**src/rtl/core/mfep_pkg.sv**
```systemverilog
`default_nettype none

package mfep_pkg;

	localparam logic [31:0] TAG_HEADER = 32'h4d54_6864;
	localparam logic [31:0] TAG_TRACK  = 32'h4d54_726b;
	localparam logic [31:0] HDR_MIN_LEN = 32'd6;

	localparam logic [1:0] KIND_HEADER = 2'd0;
	localparam logic [1:0] KIND_EVENT  = 2'd1;
	localparam logic [1:0] KIND_TEXT   = 2'd2;
	localparam logic [1:0] KIND_ERROR  = 2'd3;

	localparam logic [23:0] ERR_HDR_TAG = 24'd0;
	localparam logic [23:0] ERR_HDR_LEN = 24'd1;
	localparam logic [23:0] ERR_TRK_TAG = 24'd2;

	localparam logic [3:0] ST_NOTE_ON = 4'h9;
	localparam logic [3:0] ST_PROGRAM = 4'hC;
	localparam logic [3:0] ST_SYSTEM  = 4'hF;

	localparam logic [7:0] META_TEXT_LO = 8'h01;
	localparam logic [7:0] META_TEXT_HI = 8'h05;
	localparam logic [7:0] META_EOT     = 8'h2F;
	localparam logic [7:0] META_TEMPO   = 8'h51;
	localparam logic [7:0] META_TIMESIG = 8'h58;

	typedef struct packed {
		logic [7:0] data_byte;
		logic       last_byte;
	} src_word_t;

	typedef struct packed {
		logic [1:0]  kind;
		logic [31:0] delta_time;
		logic [31:0] abs_time;
		logic [7:0]  command;
		logic [3:0]  channel;
		logic [7:0]  meta_type;
		logic [23:0] value;
		logic [7:0]  data_a;
		logic [7:0]  data_b;
		logic [7:0]  data_c;
		logic [7:0]  data_d;
		logic [14:0] division;
	} evt_word_t;

	typedef enum logic [21:0] {
		PH_HTAG      = 22'd1 << 0,
		PH_HLEN      = 22'd1 << 1,
		PH_HFMT      = 22'd1 << 2,
		PH_HTRK      = 22'd1 << 3,
		PH_HDIV      = 22'd1 << 4,
		PH_HSKIP     = 22'd1 << 5,
		PH_TTAG      = 22'd1 << 6,
		PH_TLEN      = 22'd1 << 7,
		PH_DELTA     = 22'd1 << 8,
		PH_STATUS    = 22'd1 << 9,
		PH_NOTE_A    = 22'd1 << 10,
		PH_NOTE_B    = 22'd1 << 11,
		PH_PROG      = 22'd1 << 12,
		PH_MTYPE     = 22'd1 << 13,
		PH_TEXT_LEN  = 22'd1 << 14,
		PH_TEXT      = 22'd1 << 15,
		PH_EOT_LEN   = 22'd1 << 16,
		PH_TEMPO_LEN = 22'd1 << 17,
		PH_TEMPO     = 22'd1 << 18,
		PH_SIG_LEN   = 22'd1 << 19,
		PH_SIG       = 22'd1 << 20,
		PH_HALT      = 22'd1 << 21
	} phase_t;

endpackage

`default_nettype wire

```
**src/rtl/core/midi_file_event_parser.sv**
```systemverilog
// midi file event parser
// src channel: one byte of a standard midi file per word (data_byte), with
// last_byte marking the final byte of the file; after it a new file header
// is expected, while the running track time carries on.
// evt channel: at most one result word per input byte: header info, channel
// or meta event, text byte, or error code. after an error the parser drops
// bytes until a word marked last_byte.
// both channels use valid/stall; a word moves when valid is high and stall
// is low.
// a byte accepted from src is held in the input register, and its result word
// is registered in the result register that drives evt.
// throughput: one byte per cycle while src_stall stays low; the phase machine
// and its accumulators sit between the input register and the result
// register.
// when evt is stalled with a result waiting, a byte that causes no result
// still goes through; a byte that does cause one waits in the input
// register and src_stall rises.
// reset clears the phase machine, counters and running time and empties
// both registers.

`default_nettype none

module midi_file_event_parser (
	input  logic                clk,
	input  logic                arst_n,
	input  logic                src_valid,
	output logic                src_stall,
	input  mfep_pkg::src_word_t src_word,
	output logic                evt_valid,
	input  logic                evt_stall,
	output mfep_pkg::evt_word_t evt_word
);
	import mfep_pkg::*;

	logic      src_valid_s1;
	src_word_t src_word_s1;
	logic      evt_valid_s2;
	evt_word_t evt_word_s2;

	logic      advance;
	logic      emit;
	logic      evt_free;
	evt_word_t result;

	mfep_core u_core (
		.clk    (clk),
		.arst_n (arst_n),
		.advance(advance),
		.item   (src_word_s1),
		.emit   (emit),
		.result (result)
	);

	assign evt_free  = !evt_valid_s2 || !evt_stall;
	assign advance   = src_valid_s1 && (evt_free || !emit);
	assign src_stall = src_valid_s1 && !advance;
	assign evt_valid = evt_valid_s2;
	assign evt_word  = evt_word_s2;

	always_ff @(posedge clk or negedge arst_n) begin
		if (!arst_n) begin
			src_valid_s1 <= 1'b0;
		end else if (!src_stall) begin
			src_valid_s1 <= src_valid;
		end
	end

	always_ff @(posedge clk) begin
		if (src_valid && !src_stall) begin
			src_word_s1 <= src_word;
		end
	end

	always_ff @(posedge clk or negedge arst_n) begin
		if (!arst_n) begin
			evt_valid_s2 <= 1'b0;
		end else if (advance && emit) begin
			evt_valid_s2 <= 1'b1;
		end else if (!evt_stall) begin
			evt_valid_s2 <= 1'b0;
		end
	end

	always_ff @(posedge clk) begin
		if (advance && emit) begin
			evt_word_s2 <= result;
		end
	end

`ifndef SYNTHESIS
	a_result_lands: assert property (@(posedge clk) disable iff (!arst_n)
		advance && emit |=> evt_valid)
		else $error("result word lost");

	a_error_code: assert property (@(posedge clk) disable iff (!arst_n)
		evt_valid && evt_word.kind == KIND_ERROR |-> evt_word.value < 24'd3)
		else $error("error word with bad code");

	a_header_clean: assert property (@(posedge clk) disable iff (!arst_n)
		evt_valid && evt_word.kind == KIND_HEADER
		|-> evt_word.delta_time == 32'd0 && evt_word.command == 8'd0)
		else $error("header word carries event fields");
`endif

endmodule

`default_nettype wire

```
**src/rtl/core/mfep_core.sv**
```systemverilog
`default_nettype none

module mfep_core (
	input  logic                clk,
	input  logic                arst_n,
	input  logic                advance,
	input  mfep_pkg::src_word_t item,
	output logic                emit,
	output mfep_pkg::evt_word_t result
);
	import mfep_pkg::*;

	phase_t      phase_q, phase_n;
	logic [1:0]  cnt_q, cnt_n;
	logic [31:0] gw_q, gw_n;
	logic [31:0] delta_q, delta_n;
	logic [31:0] rt_q, rt_n;
	logic [31:0] extra_q, extra_n;
	logic [7:0]  status_q, status_n;
	logic [7:0]  meta_q, meta_n;
	logic [7:0]  hb0_q, hb0_n;
	logic [7:0]  hb1_q, hb1_n;
	logic [7:0]  hb2_q, hb2_n;
	logic [7:0]  txt_q, txt_n;
	logic [15:0] fmt_q, fmt_n;
	logic [15:0] trk_q, trk_n;

	logic [7:0]  b;
	logic [31:0] gw_sh;
	logic [31:0] delta_sh;
	logic [1:0]  cnt_inc;
	logic        done2, done3, done4;
	logic [7:0]  cur_status;
	logic [7:0]  cur_meta;
	logic        sys;
	evt_word_t   ev;

	assign b        = item.data_byte;
	assign gw_sh    = {gw_q[23:0], b};
	assign delta_sh = {delta_q[24:0], b[6:0]};
	assign cnt_inc  = cnt_q + 2'd1;
	assign done2    = (cnt_q == 2'd1);
	assign done3    = (cnt_q == 2'd2);
	assign done4    = (cnt_q == 2'd3);

	assign cur_status = (phase_q == PH_STATUS) ? b : status_q;
	assign cur_meta   = (phase_q == PH_STATUS) ? 8'd0 :
	                    (phase_q == PH_MTYPE)  ? b : meta_q;
	assign sys        = (cur_status[7:4] == ST_SYSTEM);

	always_comb begin
		ev            = '0;
		ev.kind       = KIND_EVENT;
		ev.delta_time = delta_q;
		ev.abs_time   = rt_q;
		ev.command    = cur_status;
		ev.channel    = sys ? 4'd0 : cur_status[3:0];
		ev.meta_type  = sys ? cur_meta : 8'd0;
	end

	always_comb begin
		phase_n  = phase_q;
		cnt_n    = cnt_q;
		gw_n     = gw_q;
		delta_n  = delta_q;
		rt_n     = rt_q;
		extra_n  = extra_q;
		status_n = status_q;
		meta_n   = meta_q;
		hb0_n    = hb0_q;
		hb1_n    = hb1_q;
		hb2_n    = hb2_q;
		txt_n    = txt_q;
		fmt_n    = fmt_q;
		trk_n    = trk_q;
		emit     = 1'b0;
		result   = '0;

		unique case (phase_q)
			PH_HTAG: begin
				gw_n  = gw_sh;
				cnt_n = done4 ? 2'd0 : cnt_inc;
				if (done4) begin
					if (gw_sh != TAG_HEADER) begin
						emit         = 1'b1;
						result.kind  = KIND_ERROR;
						result.value = ERR_HDR_TAG;
						phase_n      = PH_HALT;
					end else begin
						phase_n = PH_HLEN;
					end
				end
			end
			PH_HLEN: begin
				gw_n  = gw_sh;
				cnt_n = done4 ? 2'd0 : cnt_inc;
				if (done4) begin
					if (gw_sh < HDR_MIN_LEN) begin
						emit         = 1'b1;
						result.kind  = KIND_ERROR;
						result.value = ERR_HDR_LEN;
						phase_n      = PH_HALT;
					end else begin
						extra_n = gw_sh - HDR_MIN_LEN;
						phase_n = PH_HFMT;
					end
				end
			end
			PH_HFMT: begin
				gw_n  = gw_sh;
				cnt_n = done2 ? 2'd0 : cnt_inc;
				if (done2) begin
					fmt_n   = gw_sh[15:0];
					phase_n = PH_HTRK;
				end
			end
			PH_HTRK: begin
				gw_n  = gw_sh;
				cnt_n = done2 ? 2'd0 : cnt_inc;
				if (done2) begin
					trk_n   = gw_sh[15:0];
					phase_n = PH_HDIV;
				end
			end
			PH_HDIV: begin
				gw_n  = gw_sh;
				cnt_n = done2 ? 2'd0 : cnt_inc;
				if (done2) begin
					emit            = 1'b1;
					result.kind     = KIND_HEADER;
					result.value    = {8'd0, trk_q};
					result.data_a   = fmt_q[7:0];
					result.data_b   = {7'd0, gw_sh[15]};
					result.division = gw_sh[14:0];
					phase_n         = (extra_q != 32'd0) ? PH_HSKIP : PH_TTAG;
				end
			end
			PH_HSKIP: begin
				extra_n = extra_q - 32'd1;
				if (extra_q == 32'd1) begin
					phase_n = PH_TTAG;
				end
			end
			PH_TTAG: begin
				gw_n  = gw_sh;
				cnt_n = done4 ? 2'd0 : cnt_inc;
				if (done4) begin
					if (gw_sh != TAG_TRACK) begin
						emit         = 1'b1;
						result.kind  = KIND_ERROR;
						result.value = ERR_TRK_TAG;
						phase_n      = PH_HALT;
					end else begin
						phase_n = PH_TLEN;
					end
				end
			end
			PH_TLEN: begin
				gw_n  = gw_sh;
				cnt_n = done4 ? 2'd0 : cnt_inc;
				if (done4) begin
					delta_n = 32'd0;
					phase_n = PH_DELTA;
				end
			end
			PH_DELTA: begin
				delta_n = delta_sh;
				if (!b[7]) begin
					rt_n    = rt_q + delta_sh;
					phase_n = PH_STATUS;
				end
			end
			PH_STATUS: begin
				status_n = b;
				meta_n   = 8'd0;
				case (b[7:4])
					ST_NOTE_ON: phase_n = PH_NOTE_A;
					ST_PROGRAM: phase_n = PH_PROG;
					ST_SYSTEM:  phase_n = PH_MTYPE;
					default: begin
						emit    = 1'b1;
						result  = ev;
						delta_n = 32'd0;
						phase_n = PH_DELTA;
					end
				endcase
			end
			PH_NOTE_A: begin
				hb0_n   = b;
				phase_n = PH_NOTE_B;
			end
			PH_NOTE_B: begin
				hb1_n         = b;
				emit          = 1'b1;
				result        = ev;
				result.data_a = hb0_q;
				result.data_b = b;
				delta_n       = 32'd0;
				phase_n       = PH_DELTA;
			end
			PH_PROG: begin
				hb0_n         = b;
				emit          = 1'b1;
				result        = ev;
				result.data_a = b;
				delta_n       = 32'd0;
				phase_n       = PH_DELTA;
			end
			PH_MTYPE: begin
				meta_n = b;
				if (b >= META_TEXT_LO && b <= META_TEXT_HI) begin
					phase_n = PH_TEXT_LEN;
				end else if (b == META_EOT) begin
					phase_n = PH_EOT_LEN;
				end else if (b == META_TEMPO) begin
					phase_n = PH_TEMPO_LEN;
				end else if (b == META_TIMESIG) begin
					phase_n = PH_SIG_LEN;
				end else begin
					emit    = 1'b1;
					result  = ev;
					delta_n = 32'd0;
					phase_n = PH_DELTA;
				end
			end
			PH_TEXT_LEN: begin
				txt_n        = b;
				emit         = 1'b1;
				result       = ev;
				result.value = {16'd0, b};
				if (b == 8'd0) begin
					delta_n = 32'd0;
					phase_n = PH_DELTA;
				end else begin
					phase_n = PH_TEXT;
				end
			end
			PH_TEXT: begin
				emit          = 1'b1;
				result        = ev;
				result.kind   = KIND_TEXT;
				result.data_a = b;
				txt_n         = txt_q - 8'd1;
				if (txt_q == 8'd1) begin
					delta_n = 32'd0;
					phase_n = PH_DELTA;
				end
			end
			PH_EOT_LEN: begin
				cnt_n   = 2'd0;
				phase_n = PH_TTAG;
			end
			PH_TEMPO_LEN: begin
				cnt_n   = 2'd0;
				phase_n = PH_TEMPO;
			end
			PH_TEMPO: begin
				gw_n  = gw_sh;
				cnt_n = done3 ? 2'd0 : cnt_inc;
				if (done3) begin
					emit         = 1'b1;
					result       = ev;
					result.value = gw_sh[23:0];
					delta_n      = 32'd0;
					phase_n      = PH_DELTA;
				end
			end
			PH_SIG_LEN: begin
				cnt_n   = 2'd0;
				phase_n = PH_SIG;
			end
			PH_SIG: begin
				gw_n  = gw_sh;
				cnt_n = done4 ? 2'd0 : cnt_inc;
				case (cnt_q)
					2'd0:    hb0_n = b;
					2'd1:    hb1_n = b;
					2'd2:    hb2_n = b;
					default: ;
				endcase
				if (done4) begin
					emit          = 1'b1;
					result        = ev;
					result.data_a = hb0_q;
					result.data_b = hb1_q;
					result.data_c = hb2_q;
					result.data_d = b;
					delta_n       = 32'd0;
					phase_n       = PH_DELTA;
				end
			end
			PH_HALT: ;
			default: phase_n = PH_HALT;
		endcase

		// end of file: drop any partial item, running time is kept
		if (item.last_byte) begin
			phase_n = PH_HTAG;
			cnt_n   = 2'd0;
			gw_n    = 32'd0;
			delta_n = 32'd0;
			txt_n   = 8'd0;
			extra_n = 32'd0;
		end
	end

	always_ff @(posedge clk or negedge arst_n) begin
		if (!arst_n) begin
			phase_q  <= PH_HTAG;
			cnt_q    <= 2'd0;
			gw_q     <= 32'd0;
			delta_q  <= 32'd0;
			rt_q     <= 32'd0;
			extra_q  <= 32'd0;
			status_q <= 8'd0;
			meta_q   <= 8'd0;
			hb0_q    <= 8'd0;
			hb1_q    <= 8'd0;
			hb2_q    <= 8'd0;
			txt_q    <= 8'd0;
			fmt_q    <= 16'd0;
			trk_q    <= 16'd0;
		end else if (advance) begin
			phase_q  <= phase_n;
			cnt_q    <= cnt_n;
			gw_q     <= gw_n;
			delta_q  <= delta_n;
			rt_q     <= rt_n;
			extra_q  <= extra_n;
			status_q <= status_n;
			meta_q   <= meta_n;
			hb0_q    <= hb0_n;
			hb1_q    <= hb1_n;
			hb2_q    <= hb2_n;
			txt_q    <= txt_n;
			fmt_q    <= fmt_n;
			trk_q    <= trk_n;
		end
	end

`ifndef SYNTHESIS
	a_last_restarts: assert property (@(posedge clk) disable iff (!arst_n)
		advance && item.last_byte |=> phase_q == PH_HTAG)
		else $error("parser not back at header tag after last byte");

	a_text_count: assert property (@(posedge clk) disable iff (!arst_n)
		phase_q == PH_TEXT |-> txt_q != 8'd0)
		else $error("text phase with no bytes left");

	a_skip_count: assert property (@(posedge clk) disable iff (!arst_n)
		phase_q == PH_HSKIP |-> extra_q != 32'd0)
		else $error("header skip phase with no bytes left");
`endif

endmodule

`default_nettype wire
```
**config.mk**
```make
export PLATFORM = sky130hd
export DESIGN_NAME = midi_file_event_parser
export DESIGN_NICKNAME = d
export VERILOG_FILES = /design/src/rtl/core/mfep_pkg.sv /design/src/rtl/core/midi_file_event_parser.sv /design/src/rtl/core/mfep_core.sv
export SDC_FILE = /design/constraint.sdc
export NUM_CORES = 1
export LEC_CHECK = 0
export BUFFER_PORTS_ARGS = -buffer_cell sky130_fd_sc_hd__buf_2
export CELL_PAD_IN_SITES_DETAIL_PLACEMENT = 0
export CELL_PAD_IN_SITES_GLOBAL_PLACEMENT = 1
export CORE_MARGIN = 8
export CORE_UTILIZATION = 53
export CTS_BUF_LIST = sky130_fd_sc_hd__clkbuf_8
export DETAILED_ROUTE_END_ITERATION = 16
export GPL_ROUTABILITY_DRIVEN = 0
export PLACE_DENSITY_LB_ADDON = 0.1
export REMOVE_ABC_BUFFERS = 1
export SYNTH_ARGS = -nofsm -noshare
export SYNTH_HDL_FRONTEND = slang
export SYNTH_SLANG_ARGS = --single-unit
```
**constraint.sdc**
```tcl
create_clock -name clk -period 17.64 [get_ports clk]
set_clock_uncertainty 0.2 [all_clocks]
set_input_delay 4.41 -clock clk [delete_from_list [all_inputs] [get_ports clk]]
set_output_delay 4.41 -clock clk [all_outputs]
set_load 0.02 [all_outputs]
```
==> results of run 1 <==
==> area by class of cell <==
cell class	instances	area share (%)
Sequential cell	384	47.82
Clock buffer	68	4.286
Clock inverter	48	1.685
Inverter	69	1.186
Timing Repair Buffer	196	4.825
Tap cell	468	2.682
Multi-Input combinational cell	1285	37.52
==> cells in the final DEF, fill, tap and decap left out, types with 10 or more instances in the layout <==
master	netlist	layout
nand2_1	219	219
dfrtp_1	217	217
buf_2	22	170
edfxtp_1	166	166
nor2_1	142	141
o21ai_0	136	136
inv_1	68	87
a21oi_1	83	83
clkbuf_8	0	68
nor2b_1	43	43
a22o_1	41	41
ha_1	41	41
mux2i_1	37	37
mux2_2	37	37
nor3_1	35	35
xor2_1	33	33
and2_1	30	29
nand3_1	29	28
nand4_1	27	27
xnor2_1	27	27
nor4_1	28	26
buf_4	0	25
and3_1	23	23
o31ai_1	22	22
a21o_1	21	21
or3_1	18	18
nand2b_1	18	18
mux2_1	18	18
a31oi_1	15	15
a222oi_1	12	12
or4_1	12	12
clkinv_1	1	11
clkinv_2	0	10
==> power by group <==
| group | leakage [uW] | total, uW | internal [uW] | switching (uW) |
|---|---|---|---|---|
| clock network | 0.000744 | 805 | 444 | 362 |
| registers | 0.00418 | 1010 | 960 | 54.1 |
| logic | 0.00399 | 304 | 96.6 | 207 |
==> layer usage <==
metal  vias up  track usage, %
met3        99           4.378
met2       500           38.96
met5         -               0
met1      7229           32.90
met4         0           7.074
li1       6995               -
==> worst paths after layout <==
kind	startpoint	to	slack [ns]	cells past startpoint
max	evt_stall	src_stall	8.11	3
min	u_core.rt_q[31]$_DFFE_PN0P_	u_core.rt_q[31]$_DFFE_PN0P_	0.27	1
max reg2reg	u_core.phase_q[15]$_DFFE_PN0P_	evt_word[153]$_DFFE_PP_	12.28	10
min reg2reg	u_core.rt_q[31]$_DFFE_PN0P_	u_core.rt_q[31]$_DFFE_PN0P_	0.27	1
max in group asynchronous	arst_n	u_core.extra_q[22]$_DFFE_PN0P_	11.60	3
min in group asynchronous	arst_n	u_core.delta_q[27]$_DFFE_PN0P_	3.65	1
==> state kept, by name, indices dropped and copies added, names as in the netlist, 9 cells and up <==
register        count
evt_word          157
src_word_s1         9
u_core.delta_q     32
u_core.extra_q     32
u_core.gw_q        24
u_core.phase_q     22
u_core.rt_q        32
u_core.trk_q       16
==> logic make-up after synthesis <==
family	share of synthesized area, %
compound gates	13.13
xor+xnor	2.714
fa+ha+maj	2.753
buf+inv	4.077
flops	53.92
mux	5.111
simple gates	18.29
==> through the flow <==
step	cells	cell area, sq um	total power, uW	hold WS, ns
final	2518	21840	2124	0.2653
after global routing	2518	21840	2220	0.2886
after CTS	2518	21840	2139	0.2694
after detailed placement	2402	20530	1331	0.2615
after global placement	2402	20530	1324	0.2520
after floorplan	1738	18830	1217	0.2341
==> worst register-to-register path, stage by stage, from the launching register on <==
cell and delay, ns:
dfrtp_1 0.46, nor4_2 0.62, nand4_1 0.60, nor4_2 0.37
buf_4 0.30, or2_2 0.33, nor4b_2 0.09, buf_4 0.32
nand3b_1 0.28, and2_4 0.66, buf_4 0.70
==> impl_metrics.ini, run 1 <==
[run_status]
status = complete, no violations

[synth]
synth-seq-area-share_pct = 53.92
synth.top_cells.by_count = nand2_1 (219), dfrtp_1 (217), edfxtp_1 (166)
avgSynthCellArea_sq_um = 10.40
synth_top_flop_cell = dfrtp_1
synth_top_area_share_pct = 28.04
netlist_area_sq_um = 19360
yosys.cell_count.top_type = nand2_1
synth_area_leaders = dfrtp_1 (28%), edfxtp_1 (26%), nand2_1 (4.2%), o21ai_0 (3.5%), nor2_1 (2.8%)
postSynthCellCount = 1862
synth-edff-count = 166
synth_largest_area_cell = dfrtp_1
ys_async_sr_fraction_pct = 56.77
synth-seq-cells = 384
synth_warnings = 0
synth_cell_types = 85

[finish]
area_delta_synth_final_pct = 12.77
final_core_util_pct = 60.22
fin_nets = 2052
multi_input_area_sq_um = 8193
fillCellCount = 3135
antennaDiodeCount = 0
drive_gt1_share_pct = 17.80
seq_area_sq_um = 10440

[floorplan]
rows = 70
chipWidth_um = 207.1
initial_core_util_pct = 53.40
die_h_um = 207.1
core-area_sq_um = 36260
ioPinCount = 172
die-area_sq_um = 42910

[detailed_routing]
ant_nets = 0
finalWirelength_mm = 52.49
num_vias = 14820
vias_per_cell = 5.887
wl_per_cell_um = 20.85
dr.first_iter.drc_count = 1172
dr_wl_met2_mm = 24.76
top_layer = met4
drc = 0
wl_met1_mm = 23.41
first_pass_iters = 5
dr_wl_met3_mm = 3.032

[power]
cellPowerDensity_nw_per_um2 = 97.27
irDropWorstVdd_mv = 0.07782
p_leak_uw = 0.008918

[sta]
relSlewSlack_pct = 30.56
post-route-period-util_pct = 54.02
drv_slew = 0
setup_ws_ns = 8.111
setup_viol = 0
worst_pin_slew_ns = 1.039
maxClockFrequency_mhz = 104.9
rsz0062_at_grt = no
hold_viol_final = 0
fin_crit_ns = 9.529
tns_ns = 0

[global_routing]
grt_pass1_vias = 14600
grt_pass1_wl_mm = 83.54
grt_overflow_total = 0
grt_max_degree = 118
antenna_found_initial = 0
grtUsageTotal_pct = 24.08

[worst_setup_path]
critPathMaxFanout = 3
crit_family = buffers and inverters
critical_path_arrival_ns = 4.92
cp_slowest_stage_delay_ns = 0.23
crit_top_cell = buf_2
path_cells = buf_2 -> and4_1 -> buf_2
crit_required_ns = 13.03
critical_path_class = in2out
end_kind = output port
cp-start-kind = input pin
cp_num_buf_inv = 2
critical-path-slowest-cell = and4_1

[cts]
cts_made_buffers = 61
post_cts_buffers = 0
clk_path_buf_depth = 3
cts_root_buffer = clkbuf_8
h-tree-depth = 2
hold_buffers = 0
cts_resized = 0
path_clk_slew_ns = 0.06
cts_sinks = 384
worstSkewPairLatency_ns = 0.67
cts_tree = built

[hold_path]
min-delay-path-class = reg2reg

[placed_design]
port_buffers = 171
dp_hpwl_mm = 35.56
place_ws_ns = 8.119

[flow_run]
drv_cap = 0
Power figures use the tool's default switching activity.
==> run 2, diff against run 1 <==
--- a/config.mk
+++ b/config.mk
@@ -5,11 +5,12 @@
 export SDC_FILE = /design/constraint.sdc
 export NUM_CORES = 1
 export LEC_CHECK = 0
+export ABC_AREA = 1
 export BUFFER_PORTS_ARGS = -buffer_cell sky130_fd_sc_hd__buf_2
 export CELL_PAD_IN_SITES_DETAIL_PLACEMENT = 0
 export CELL_PAD_IN_SITES_GLOBAL_PLACEMENT = 1
 export CORE_MARGIN = 8
-export CORE_UTILIZATION = 53
+export CORE_UTILIZATION = 47
 export CTS_BUF_LIST = sky130_fd_sc_hd__clkbuf_8
 export DETAILED_ROUTE_END_ITERATION = 16
 export GPL_ROUTABILITY_DRIVEN = 0
==> constraint.sdc (replaced) <==
create_clock -name clk -period 8.8 [get_ports clk]
set_clock_uncertainty 0.2 [all_clocks]
set_input_delay 2.2 -clock clk [delete_from_list [all_inputs] [get_ports clk]]
set_output_delay 2.2 -clock clk [all_outputs]
set_load 0.02 [all_outputs]
==> run 2 against run 1 <==
  * Setup slack got worse by 5.4 ns
  * Critical path type is now reg2out
  * Power rose by 130%
  * Non-clock buffer count fell by 3
  * Critical endpoint unchanged
  * Global-route usage rose by 1.2 points
  * Largest power group unchanged
  * Register-to-register slack got worse by 8.4 ns
  * Worst hold slack improved by 0.0015 ns
==> impl_metrics.ini, run 2 <==
[synth]
ys_async_sr_fraction_pct = 56.77
synth-edff-count = 166
synth_area_leaders = dfrtp_1 (25%), edfxtp_1 (23%), nand2_1 (14%), nor2_1 (6.4%), nand3_1 (5.9%)
netlist_area_sq_um = 21450
synth_cell_types = 51
synth_largest_area_cell = dfrtp_1
postSynthCellCount = 2733
synth-seq-cells = 384
synth_warnings = 0
yosys.cell_count.top_type = nand2_1
synth_top_flop_cell = dfrtp_1
synth-seq-area-share_pct = 48.67
synth_top_area_share_pct = 25.31
avgSynthCellArea_sq_um = 7.850
synth.top_cells.by_count = nand2_1 (822), nor2_1 (365), nand3_1 (255)

[placed_design]
port_buffers = 171
place_ws_ns = 3.307
dp_hpwl_mm = 47.40

[sta]
setup_ws_ns = 2.699
worst_pin_slew_ns = 1.075
maxClockFrequency_mhz = 163.9
hold_viol_final = 0
fin_crit_ns = 6.101
drv_slew = 0
post-route-period-util_pct = 69.32
setup_viol = 0
timing.hold.ws_ns = 0.2668
relSlewSlack_pct = 28.13
rsz0062_at_grt = no
tns_ns = 0

[floorplan]
core-area_sq_um = 45190
chipWidth_um = 229.7
die-area_sq_um = 52740
initial_core_util_pct = 47.48
rows = 78
ioPinCount = 172
die_h_um = 229.7

[cts]
h-tree-depth = 3
post_cts_buffers = 0
cts_sinks = 384
clk_path_buf_depth = 3
hold_buffers = 0
cts_resized = 0
path_clk_slew_ns = 0.07
cts_made_buffers = 69
cts_root_buffer = clkbuf_8
worstSkewPairLatency_ns = 0.66
cts_tree = built

[finish]
antennaDiodeCount = 0
fillCellCount = 4413
final_core_util_pct = 53.25
final_common_cell = nand2_1
area_delta_synth_final_pct = 12.15
largest_reg_flops = 157
drive_gt1_share_pct = 11.70
fin_nets = 2940
final_cell_mix = nand2_1 (822), nor2_1 (363), inv_1 (257)

[worst_setup_path]
critical_path_arrival_ns = 3.70
end_kind = output port
cp-start-kind = flip-flop
crit_required_ns = 6.40
cp_num_buf_inv = 1
crit_family = simple AND/OR/NAND/NOR gates
reg2reg_to = evt_word[70]$_DFFE_PP_
critical-path-slowest-cell = nand4_1
critical_path_class = reg2out
reg2reg_depth = 14
r2r_start = src_word_s1[8]$_DFFE_PP_
cp_slowest_stage_delay_ns = 0.82
rrSetupSlack_ns = 3.85
critPathMaxFanout = 18
path_cells = nor2_1 -> nand2_2 -> nor2_2 -> nand4_1 -> nand3_1 -> nor2_2 -> nand3_2 -> o21bai_4 -> nor2_1 -> buf_2

[detailed_routing]
finalWirelength_mm = 67.85
ant_nets = 0
first_pass_iters = 6
wl_per_cell_um = 19.16
dr.first_iter.drc_count = 2040
drc = 0
num_vias = 19430
vias_per_cell = 5.486

[global_routing]
grt_pass1_wl_mm = 106.9
grtUsageTotal_pct = 25.29
grt_max_degree = 141
grt_pass1_vias = 18920
grt_overflow_total = 0
antenna_found_initial = 0

[hold_path]
hp-start = u_core.hb2_q[3]$_DFFE_PN0P_
min_path_cells = 2
hold_end = u_core.hb2_q[3]$_DFFE_PN0P_
min-delay-path-class = reg2reg

[run_status]
status = complete, no violations

[power]
irDropWorstVdd_mv = 0.1156
p_leak_uw = 0.01213
cellPowerDensity_nw_per_um2 = 202.2

[flow_run]
drv_cap = 0
-- run 2: cell count changes after synthesis, moves of 43 or more --
cell      before  now
clkbuf_1      93   41
o21ai_0      136   89
nor2b_1       43    0
nand2_1      219  822
nand3_1       29  255
nor2_1       142  365
inv_1         68  230
nor3_1        35   83
-- run 2: final cells by class --
cell class,count,area (sq um),area share [%]
flip-flops and latches,384,10440,43.40
multi-input cells,1989,9490,39.44
clock buffers,78,1074,4.462
repair buffers,193,1056,4.389
inverters,248,930.9,3.869
well taps,600,750.7,3.120
clock inverters,49,317.8,1.321
-- run 2: worst max path at each step --
stage                                    from                        end  slack, ns  cells after the start
2_1_floorplan  u_core.phase_q[19]$_DFFE_PN0P_  evt_word[0]$_SDFFCE_PN0P_      -1.42                      9
3_3_place_gp                        evt_stall                  src_stall       3.29                      5
3_5_place_dp                        evt_stall                  src_stall       3.31                      5
4_1_cts         u_core.phase_q[3]$_DFFE_PN0P_                  src_stall       2.68                     10
5_1_grt         u_core.phase_q[3]$_DFFE_PN0P_                  src_stall       2.40                     10
6_report        u_core.phase_q[3]$_DFFE_PN0P_                  src_stall       2.70                     10
-- run 2: routing by layer --
metal,global-route usage [%],routed length (um)
met5,0,0
met4,8.647,1790
met3,6.415,5789
met2,38.72,29990
met1,34.64,30290
-- run 2: kinds of logic after synthesis --
kind of cell,count (synthesis),share of synthesized area [%]
and+or+nand+nor,1650,32.69
adders and majority gates,42,2.484
AOI/OAI and AO/OA,233,6.334
DFF,384,48.67
buffers and inverters,360,7.208
xor gates and xnor gates,64,2.613
-- run 2: tightest hold or removal path: cells and delay by family, from the launching register on --
family	cells	cell delay (ns)
flip-flops	1	0.34
AND/OR/NAND/NOR	2	0.09
-- run 2: per-stage QoR --
stage	cells	instance area, sq um	total power (uW)
after CTS	3541	24060	4880
after global placement	3414	22670	3155
after floorplan	2621	20840	2806
after global routing	3541	24060	5115
after detailed placement	3414	22670	3163
final	3541	24060	4866
-- run 2: where the power goes --
group | leakage [uW] | internal (uW) | switching [uW]
registers | 0.00474 | 1930 | 110
logic | 0.00658 | 328 | 790
clock network | 0.000805 | 932 | 774
total | 0.0121 | 3190 | 1670
==> run 3, diff against run 2 <==
--- a/config.mk
+++ b/config.mk
@@ -5,12 +5,12 @@
 export SDC_FILE = /design/constraint.sdc
 export NUM_CORES = 1
 export LEC_CHECK = 0
-export ABC_AREA = 1
+export ABC_AREA = 0
 export BUFFER_PORTS_ARGS = -buffer_cell sky130_fd_sc_hd__buf_2
 export CELL_PAD_IN_SITES_DETAIL_PLACEMENT = 0
 export CELL_PAD_IN_SITES_GLOBAL_PLACEMENT = 1
 export CORE_MARGIN = 8
-export CORE_UTILIZATION = 47
+export CORE_UTILIZATION = 49
 export CTS_BUF_LIST = sky130_fd_sc_hd__clkbuf_8
 export DETAILED_ROUTE_END_ITERATION = 16
 export GPL_ROUTABILITY_DRIVEN = 0
==> constraint.sdc (replaced) <==
create_clock -name clk -period 6.4 [get_ports clk]
set_clock_uncertainty 0.2 [all_clocks]
set_input_delay 1.6 -clock clk [delete_from_list [all_inputs] [get_ports clk]]
set_output_delay 1.6 -clock clk [all_outputs]
set_load 0.02 [all_outputs]
==> run 3 against run 2 <==
  * First-iteration DRC count is 36% lower
  * Sequential share of layout area increased by 4.3 points
  * Power up 19%
  * Combinational power decreased by 25%
  * Die area decreased by 13%
  * Wire length fell by 20%
  * Sequential cell count unchanged
  * Critical path depth fell by 2
  * Core utilization increased by 2.4 points
==> impl_metrics.ini, run 3 (synthesized netlist as in run 1, its figures left out) <==
[cts]
path_clk_slew_ns = 0.06
post_cts_buffers = 0
h-tree-depth = 3
hold_buffers = 0
cts_made_buffers = 67
worstSkewPairLatency_ns = 0.62
cts_root_buffer = clkbuf_8
cts_resized = 0
clk_path_buf_depth = 3
cts_sinks = 384
cts_tree = built

[floorplan]
ioPinCount = 172
initial_core_util_pct = 49.19
core-area_sq_um = 39370
die-area_sq_um = 46130
rows = 73
chipWidth_um = 214.8
die_h_um = 214.8

[worst_setup_path]
crit_family = simple AND/OR/NAND/NOR gates
startpoint = u_core.phase_q[15]$_DFFE_PN0P_
rrSetupSlack_ns = 1.32
critPathMaxFanout = 13
r2r_start = u_core.phase_q[15]$_DFFE_PN0P_
cp_slowest_stage_delay_ns = 0.61
critical_path_class = reg2out
critical-path-slowest-cell = nor4_2
reg2reg_depth = 8
path_cells = nor4_2 -> nand4_1 -> or3_1 -> nor3_1 -> o31ai_1 -> nand3b_1 -> and4_1 -> buf_2
reg2reg_to = evt_word[3]$_SDFFCE_PN0P_
cp_num_buf_inv = 1
end_kind = output port
crit_required_ns = 4.60
critical_path_arrival_ns = 4.14
cp-start-kind = flip-flop

[finish]
final_core_util_pct = 55.64
final_cell_mix = nand2_1 (219), dfrtp_1 (217), buf_2 (170)
antennaDiodeCount = 0
area_delta_synth_final_pct = 13.12
final_common_cell = nand2_1
largest_reg_flops = 157
final_cells = 2583
fin_nets = 2061
drive_gt1_share_pct = 17.74

[placed_design]
dp_hpwl_mm = 37.02
place_ws_ns = 1.181
dp.cells = 2462
port_buffers = 171

[sta]
relSlewSlack_pct = 18.16
timing.hold.ws_ns = 0.2671
rsz0062_at_grt = no
hold_viol_final = 0
maxClockFrequency_mhz = 168.2
drv_slew = 0
post-route-period-util_pct = 92.88
tns_ns = 0
worst_pin_slew_ns = 1.216
setup_viol = 0
setup_ws_ns = 0.4555
fin_crit_ns = 5.945

[global_routing]
grtUsageTotal_pct = 23.06
antenna_found_initial = 1
grt_overflow_total = 0
grt_max_degree = 124
grt_pass1_wl_mm = 84.93
grt_pass1_vias = 14860

[detailed_routing]
dr.first_iter.drc_count = 1314
finalWirelength_mm = 54.15
drc = 0
ant_nets = 0
num_vias = 14900
vias_per_cell = 5.770
first_pass_iters = 7
wl_per_cell_um = 20.96

[hold_path]
hold_end = u_core.rt_q[31]$_DFFE_PN0P_
min_path_cells = 1
hp-start = u_core.rt_q[31]$_DFFE_PN0P_
min-delay-path-class = reg2reg

[power]
p_leak_uw = 0.008938
irDropWorstVdd_mv = 0.1589
cellPowerDensity_nw_per_um2 = 263.3

[run_status]
status = complete, no violations

[flow_run]
drv_cap = 0
## run 3: worst max path at each step
stage	to	slack, ns	depth (start not counted)
floorplan	evt_word[0]$_SDFFCE_PN0P_	-3.87	7
global placement	src_stall	1.28	9
detailed placement	src_stall	1.18	8
CTS	src_stall	0.50	8
global route	src_stall	0.29	8
finish	src_stall	0.46	8
## run 3: metal layers
layer	vias up	share of wire (%)	GRT usage, %
li1	7004	-	-
met1	7270	43	30.42
met2	510	47	37.21
met3	118	6.6	4.396
met4	2	3.3	9.209
met5	-	0.018	0
## run 3: cell type report
| class | instances | area [sq um] |
|---|---|---|
| Fill cell | 3573 | 17460 |
| Sequential cell | 384 | 10440 |
| Multi-Input combinational cell | 1285 | 8193 |
| Timing Repair Buffer | 199 | 1101 |
| Clock buffer | 72 | 991.0 |
| Tap cell | 525 | 656.9 |
| Clock inverter | 49 | 262.8 |
| Inverter | 69 | 259.0 |
## run 3: power by group
part           total [uW]  internal [uW]  switching [uW]
clock network        2120           1120            1000
registers            2800           2650             151
logic                 844            269             575
## run 3: through the flow
step / power [uW] / cell area (sq um)
after global placement: 3667 / 20650
final: 5767 / 21900
after global routing: 6039 / 21900
after floorplan: 3354 / 18830
after CTS: 5825 / 21900
after detailed placement: 3678 / 20650
